### config.mk
export PLATFORM = sky130hd
export DESIGN_NAME = calm_ram
export DESIGN_NICKNAME = d
export VERILOG_FILES = /design/src/calm_ram.sv
export SDC_FILE = /design/constraint.sdc
export NUM_CORES = 1
export LEC_CHECK = 0
export ABC_AREA = 1
export ABC_CLOCK_PERIOD_IN_PS = 2700
export BUFFER_PORTS_ARGS = -buffer_cell sky130_fd_sc_hd__buf_4
export CORE_UTILIZATION = 25
export DETAILED_ROUTE_END_ITERATION = 7
export GPL_ROUTABILITY_DRIVEN = 0
export PLACE_DENSITY = 0.47
export SYNTH_ARGS = -nofsm -noshare
export SYNTH_HDL_FRONTEND = slang
export SYNTH_SLANG_ARGS = --single-unit
### constraint.sdc
create_clock -name i_clk -period 2.7 [get_ports i_clk]
set_input_delay 0.675 -clock i_clk [delete_from_list [all_inputs] [get_ports i_clk]]
set_output_delay 0.675 -clock i_clk [all_outputs]
set_load 0.01 [all_outputs]
### src/calm_ram.sv
// Generic single-port synchronous RAM with a registered read.
// No dependencies.
`default_nettype none
module calm_ram #(
    parameter int WIDTH  = 8,
    parameter int DEPTH  = 16,
    parameter int ADDR_W = (DEPTH > 1) ? $clog2(DEPTH) : 1
) (
    input  wire logic              i_clk,
    input  wire logic              i_we,
    input  wire logic [ADDR_W-1:0] i_addr,
    input  wire logic [WIDTH-1:0]  i_wdata,
    output logic      [WIDTH-1:0]  o_rdata
);

    logic [WIDTH-1:0] r_mem [DEPTH];

    always_ff @(posedge i_clk) begin
        if (i_we) begin
            r_mem[i_addr] <= i_wdata;
        end
        o_rdata <= r_mem[i_addr];
    end

endmodule
`default_nettype wire

==> results.toml, run 1 <==
[setup_path]
r2r_slack_ps = 1640
cp-end-kind = "flop"
required_ps = 2740
path_class = "input pin to flop"
critPathArrivalTime_ps = 1840
start_kind = "input pin"
critPathMaxFanout = 20

[sta]
slew_viol_final = 0
tightest_slew_ps = 832
setup_tns_ps = 0
finalCritPeriodShare_pct = 66.6
fmax_mhz = 556
period_needed_ps = 1800
rsz0062_at_grt = "no"
hold_slack_ps = 610
slew_headroom_pct = 44.3
hold_violations = 0
fin_worst_skew_ps = 4.65
setup_violations = 0

[global_route]
grt_pass1_wl_mm = 21.2
grt_util_all_layers_pct = 13.0
antenna_found_initial = 0
grt_start_max_net_pins = 49
gr-total-overflow = 0
grt_pass1_vias = 3760

[layout]
seq_area_um2 = 4000
final_net_count = 602
n_antenna_cell = 0
area_delta_synth_final_pct = 19.5
layout_commonest_cell = "nand2_1"
drive_above_1_share_pct = 12.0
multi_input_area_um2 = 1390
stdcell_area_um2 = 6680
nFillCells = 2265
final_cell_mix = "346 x nand2_1, 128 x edfxtp_1, 42 x buf_4"

[yosys]
ys_top_cells_by_area = "edfxtp_1 69%, nand2_1 23%, dfxtp_1 2.9%, inv_1 1.4%, nor2_1 1.2%"
synth.yosys.warnings = 0
synth_seq_cells = 136
yosysSeqAreaShare_pct = 71.6
syn-mean-instance-area_um2 = 10.2
synth_top_area_share_pct = 68.7
syn_area_um2 = 5590
synth_top_area_cell = "edfxtp_1"
netlist-cell-type-count = 11
postSynthCellCount = 548
syn_nets = 562

[floorplan]
core.rowCount = 54
die_h_um = 152
core-area_um2 = 21900
io_pins = 22
die-area_um2 = 23000
start_util_pct = 25.5
die_x_um = 152

[pwr]
irDropWorstVdd_uv = 515
power_leakage_nw = 2.81
power_density_nw_per_um2 = 717

[placement]
post-dp-hpwl_mm = 8.51
io_buffers = 21
placed_area_um2 = 6140

[detailed_routing]
final_antenna_net_count = 0
first_pass_iters = 4
wl_mm = 13.5
vias_per_cell = 4.17
drc = 0
avgRoutedWirePerCell_um = 15.4
drtIter0Drc = 214
vias = 3672

[cts]
ctsHoldBuffers = 0
numCtsBuffers = 17
insertion_delay_ps = 420
cts_resized = 0
cts-root-buf = "clkbuf_16"
cts_tree = "built"
path_clk_slew_ps = 60
clkSinkCount = 136
htree_levels = 4
cts_setup_buffers = 0
cts_buffer_depth = 2

[run]
cap_violations = 0

[status]
status = "completed"

[worst_hold_path]
hold_class = "input pin to flop"
-- synthesized netlist by cell type --
cell type and count:
nor2_1 18, buf_2 12, inv_2 1, nand2_1 346, buf_4 6, inv_1 21
clkbuf_1 3, nand3_1 4, edfxtp_1 128, dfxtp_1 8, clkinv_1 1
-- per-stage QoR --
stage	worst slack, ps	power, mW	std cells	util (%)
after global routing	756	4.96	881	30.5
after global placement	402	2.73	849	28.1
after detailed placement	392	2.73	849	28.1
final	901	4.79	881	30.5
after CTS	838	4.84	881	30.5
after floorplan	648	2.59	548	-
-- worst max-delay path: stages --
cell and delay, ps:
buf_4 240, nand3_1 220, nor2_1 680
-- power breakdown --
group | internal (mW) | leakage, nW | switching [mW] | total (mW)
logic | 0.0937 | 1.33 | 0.212 | 0.305
clock network | 1.25 | 0.256 | 0.858 | 2.11
registers | 2.36 | 1.22 | 0.0154 | 2.38
total | 3.70 | 2.81 | 1.09 | 4.79
-- final timing paths --
path / start / endpoint / cells past startpoint
setup / recovery: i_addr[0] / r_mem[9][6] / 3
hold / removal: i_wdata[5] / r_mem[6][5] / 1
setup reg to reg: r_mem[5][5] / o_rdata[5] / 8
hold reg to reg: r_mem[10][0] / o_rdata[0] / 8
-- cells by family (layout without fill, tap and decap cells) --
logic type	Yosys count	count (layout)	synth area share, %
and+or+nand+nor	368	368	24.8
DFF	136	136	71.6
buffers and inverters	44	97	3.62
-- registers in the layout, summed over array words and instances, names as in the netlist --
register and cells:
o_rdata 8, r_mem 128
-- layer usage --
layer	vias to the layer above	part of all wire, %	global-route usage [%]
met2	72	49	21.6
li1	1831	-	-
met5	-	0	0
met1	1746	46	16.2
met4	0	2.6	5.99
met3	23	2.8	2.69
-- cell type report --
cell class,instances,share of cell area (%)
Clock inverter,14,1.65
Clock buffer,18,6.42
Timing Repair Buffer,42,4.72
Inverter,23,1.29
Tap cell,280,5.24
Sequential cell,136,59.9
Multi-Input combinational cell,368,20.7
Note: power is estimated with default switching activity, not from simulation.
==> inputs of run 2 (changes only) <==
- ABC_AREA: 1 -> 0
- ABC_CLOCK_PERIOD_IN_PS: 2700 -> 1500
- PLACE_DENSITY: 0.47 -> 0.48
- clock period: 2.7 -> 1.5 ns (I/O delays scaled with it)
==> results.toml, run 2 <==
[detailed_routing]
drc = 0
drtIter0Drc = 150
wl_mm = 11.1
vias_per_cell = 4.25
final_antenna_net_count = 0
first_pass_iters = 4
avgRoutedWirePerCell_um = 19.1
vias = 2458

[floorplan]
die_x_um = 144
die_h_um = 144
start_util_pct = 25.8
die-area_um2 = 20800
io_pins = 22
core.rowCount = 51
core-area_um2 = 19700

[yosys]
netlist-cell-type-count = 18
yosysSeqAreaShare_pct = 79.0
synth.yosys.warnings = 0
synth_edf_count = 128
synth_top_area_share_pct = 75.9
synth_seq_cells = 136
syn_nets = 244
yosysMostFrequentCell = "edfxtp_1"
synth_top_area_cell = "edfxtp_1"
postSynthCellCount = 230
syn-mean-instance-area_um2 = 22.0
syn_area_um2 = 5070
ys_top_cells_by_area = "edfxtp_1 76%, mux4_2 14%, dfxtp_1 3.2%, a22oi_1 2.4%, nor2_1 0.96%"
synthArstFlopShare_pct = 0
ys.flop_type = "edfxtp_1"
synth_common_cells = "128 x edfxtp_1, 32 x mux4_2, 16 x a22oi_1"

[layout]
drive_above_1_share_pct = 46.2
n_antenna_cell = 0
top_regs = "r_mem (128), o_rdata (8)"
largest_reg_flops = 128
layout_commonest_cell = "edfxtp_1"
final_net_count = 316
seq_area_um2 = 4000
final_cell_mix = "128 x edfxtp_1, 47 x buf_4, 32 x mux4_2"
top_register = "r_mem"
area_delta_synth_final_pct = 33.6
multi_input_area_um2 = 1130
nFillCells = 1881

[placement]
io_buffers = 21
post-dp-hpwl_mm = 7.57

[sta]
setup_violations = 0
hold_violations = 0
fmax_mhz = 720
rsz0062_at_grt = "no"
fin_worst_skew_ps = 7.42
slew_headroom_pct = 48.7
period_needed_ps = 1390
finalCritPeriodShare_pct = 92.6
hold_slack_ps = 273
tightest_slew_ps = 768
slew_viol_final = 0

[setup_path]
required_ps = 1800
cp-end-kind = "flop"
critPathMaxFanout = 9
path_class = "input pin to flop"
critPathArrivalTime_ps = 1690
start_kind = "input pin"

[cts]
cts_tree = "built"
path_clk_slew_ps = 60
clkSinkCount = 136
htree_levels = 4
cts_resized = 0
insertion_delay_ps = 420
cts_buffer_depth = 2
cts_setup_buffers = 0
numCtsBuffers = 17
ctsHoldBuffers = 0
cts-root-buf = "clkbuf_16"

[status]
status = "completed"

[run]
cap_violations = 0

[pwr]
power_density_nw_per_um2 = 1340
power_leakage_nw = 2.21
irDropWorstVdd_uv = 620
power.total_mw = 9.09

[global_route]
grt_util_all_layers_pct = 12.0
antenna_found_initial = 0
gr-total-overflow = 0
grt_pass1_vias = 2633
grt_pass1_wl_mm = 16.7
grt_start_max_net_pins = 20

[worst_hold_path]
hold_class = "input pin to flop"
run 2: cell count changes after synthesis, moves of 6 or more:
cell,change
inv_1,-21
buf_4,-6
buf_2,-10
nand2_1,-337
mux4_2,+32
a22oi_1,+16
run 2: final timing paths:
| check | slack [ps] | cells after the start | end | start |
|---|---|---|---|---|
| worst max-delay path | 110 | 6 | o_rdata[2] | i_addr[0] |
| worst min register to register | 680 | 3 | o_rdata[5] | r_mem[14][5] |
| worst max register to register | 160 | 3 | o_rdata[0] | r_mem[10][0] |
| worst min-delay path | 270 | 1 | r_mem[5][1] | i_wdata[1] |
run 2: routing by layer:
layer / vias up / GRT usage, % / share of wire, %
met5: - / 0 / 0
met4: 0 / 4.49 / 1.1
met3: 11 / 3.91 / 3.3
met2: 32 / 18.9 / 49
met1: 1305 / 15.3 / 46
li1: 1110 / - / -
run 2: cells by family after synthesis:
kind of cell | Yosys count | share of synthesized area, %
multiplexers | 32 | 14.2
buffers and inverters | 11 | 1.19
AO/OA/AOI/OAI | 16 | 2.37
AND/OR/NAND/NOR | 35 | 3.21
flip-flops | 136 | 79.0
run 2: final cells by class:
type / count / share of cell area (%)
tap: 265 / 4.90
sequential: 136 / 59.2
clock buffer: 18 / 6.34
clock inverter: 13 / 2.66
multi-input combinational: 83 / 16.7
timing repair buffer: 64 / 10.2
run 2: report_power, final:
group	internal (mW)	switching [mW]	total, mW
sequential	4.25	0.0295	4.28
clock	2.76	1.52	4.27
combinational	0.263	0.276	0.540
total	7.27	1.83	9.09
run 2: stage by stage:
| step | instance area [µm²] | util (%) | setup slack [ps] | TNS, ps | instances |
|---|---|---|---|---|---|
| finish | 6770 | 34.4 | 110 | 0 | 579 |
| global route | 6770 | 34.4 | 41.7 | 0 | 579 |
| CTS | 6770 | 34.4 | 85.9 | 0 | 579 |
| detailed placement | 6160 | 31.3 | -363 | -13210 | 548 |
| global placement | 6160 | 31.3 | -376 | -13010 | 548 |
| floorplan | 5200 | - | -27.2 | -1290 | 230 |
run 2: worst max-delay path: stages:
cell and delay (ps):
buf_4 150, buf_12 160, buf_12 120, mux4_2 500, a22oi_1 300, nand2_1 90
==> inputs of run 3 (changes only) <==
- CELL_PAD_IN_SITES_DETAIL_PLACEMENT: not set -> 1
- CELL_PAD_IN_SITES_GLOBAL_PLACEMENT: not set -> 2
- PLACE_DENSITY: 0.48 -> 0.56
==> results.toml, run 3 (synthesis results as in run 2) <==
[status]
status = "completed"

[pwr]
p_clk_share_pct = 43.6
power.switching_mw = 1.71
pwr-share-comb_pct = 6.4
irDropWorstVdd_uv = 711
power_leakage_nw = 2.21
power_density_nw_per_um2 = 1270
seqPwrFrac_pct = 50.0
p_int_mw = 6.84
swShare_pct = 20.0

[cts]
cts_resized = 0
cts_buffer_depth = 2
cts_tree = "built"
numCtsBuffers = 17
cts_setup_buffers = 0
cts-root-buf = "clkbuf_16"
clkSinkCount = 136
htree_levels = 4
insertion_delay_ps = 410
path_clk_slew_ps = 50
ctsHoldBuffers = 0

[global_route]
gr-total-overflow = 0
grt_util_all_layers_pct = 12.3
grt_start_max_net_pins = 17
antenna_found_initial = 0
grt_pass1_vias = 2733
grt_pass1_wl_mm = 17.3

[detailed_routing]
final_antenna_net_count = 0
vias = 2465
avgRoutedWirePerCell_um = 19.8
drc = 0
drtIter0Drc = 116
wl_mm = 11.6
vias_per_cell = 4.21
first_pass_iters = 5

[floorplan]
core-area_um2 = 19700
die_x_um = 144
start_util_pct = 25.8
die_h_um = 144
core.rowCount = 51
die-area_um2 = 20800
io_pins = 22

[layout]
area_delta_synth_final_pct = 32.5
stdcell_count = 586
largest_reg_flops = 128
top_register = "r_mem"
top_regs = "r_mem (128), o_rdata (8)"
n_antenna_cell = 0
final_net_count = 322
drive_above_1_share_pct = 45.5
final_cell_mix = "128 x edfxtp_1, 55 x buf_4, 32 x mux4_2"
layout_commonest_cell = "edfxtp_1"

[placement]
dp_cells = 554
io_buffers = 21
post-dp-hpwl_mm = 7.99

[run]
cap_violations = 0

[setup_path]
cp-end-kind = "flop"
required_ps = 1780
start_kind = "flop"
rr_worst_depth = 3
reg2reg_to = "o_rdata[2]"
r2r_slack_ps = 120
path_class = "flop to flop"
rr_startpoint = "r_mem[3][2]"
critPathArrivalTime_ps = 1660
critPathMaxFanout = 1

[sta]
fin_worst_skew_ps = 3.38
hold_slack_ps = 289
hold_violations = 0
setup_violations = 0
rsz0062_at_grt = "no"
fmax_mhz = 725
slew_headroom_pct = 47.3
slew_viol_final = 0
finalCritPeriodShare_pct = 92.0
setup_tns_ps = 0
period_needed_ps = 1380
tightest_slew_ps = 788

[worst_hold_path]
min_from = "i_wdata[1]"
holdPathEnd = "r_mem[10][1]"
hold_class = "input pin to flop"
hold_depth = 1
run 3: worst max-delay path: stages, from the launching register on:
cell	delay [ps]
edfxtp_1	370
mux4_2	470
a22oi_1	310
nand2_1	100
run 3: power by group through the flow:
stage / logic, mW / clock network, mW / registers, mW
finish: 0.547 / 3.72 / 4.28
global route: 0.593 / 3.96 / 4.29
CTS: 0.564 / 3.80 / 4.28
detailed placement: 0.563 / 0 / 4.36
global placement: 0.554 / 0 / 4.35
floorplan: 0.249 / 0 / 4.36
run 3: stage by stage:
step           cell area [µm²]  utilization, %  setup slack [ps]  power, mW
3_5_place_dp              6180            31.4              -326       4.92
2_1_floorplan             5200               -             -27.2       4.61
6_report                  6710            34.2               120       8.55
3_3_place_gp              6180            31.4              -323       4.91
4_1_cts                   6710            34.2              91.9       8.65
5_1_grt                   6710            34.2              51.0       8.84
run 3: area by class of cell:
cell class	instances	area, µm²
fill	1998	12900
clock inverter	3	13.8
multi-input combinational	83	1130
tap	265	332
sequential	136	4000
timing repair buffer	70	713
clock buffer	29	520
run 3: routing by layer:
metal  wire [µm]  up-vias  GRT usage (%)  share of wire (%)
met5           0        -              0                  0
met4         102        0           3.49               0.88
met3         474       10           3.71                4.1
met2        5470       50           18.8                 47
met1        5530     1285           16.7                 48
li1            -     1120              -                  -
run 3: worst max path at each step:
stage | startpoint | endpoint | slack, ps | cells after the start
floorplan | i_addr[1] | r_mem[8][0] | -30 | 3
global placement | i_addr[1] | o_rdata[6] | -320 | 6
detailed placement | i_addr[0] | o_rdata[2] | -330 | 5
CTS | r_mem[3][2] | o_rdata[2] | 90 | 3
global route | i_addr[0] | o_rdata[1] | 50 | 5
finish | r_mem[3][2] | o_rdata[2] | 120 | 3
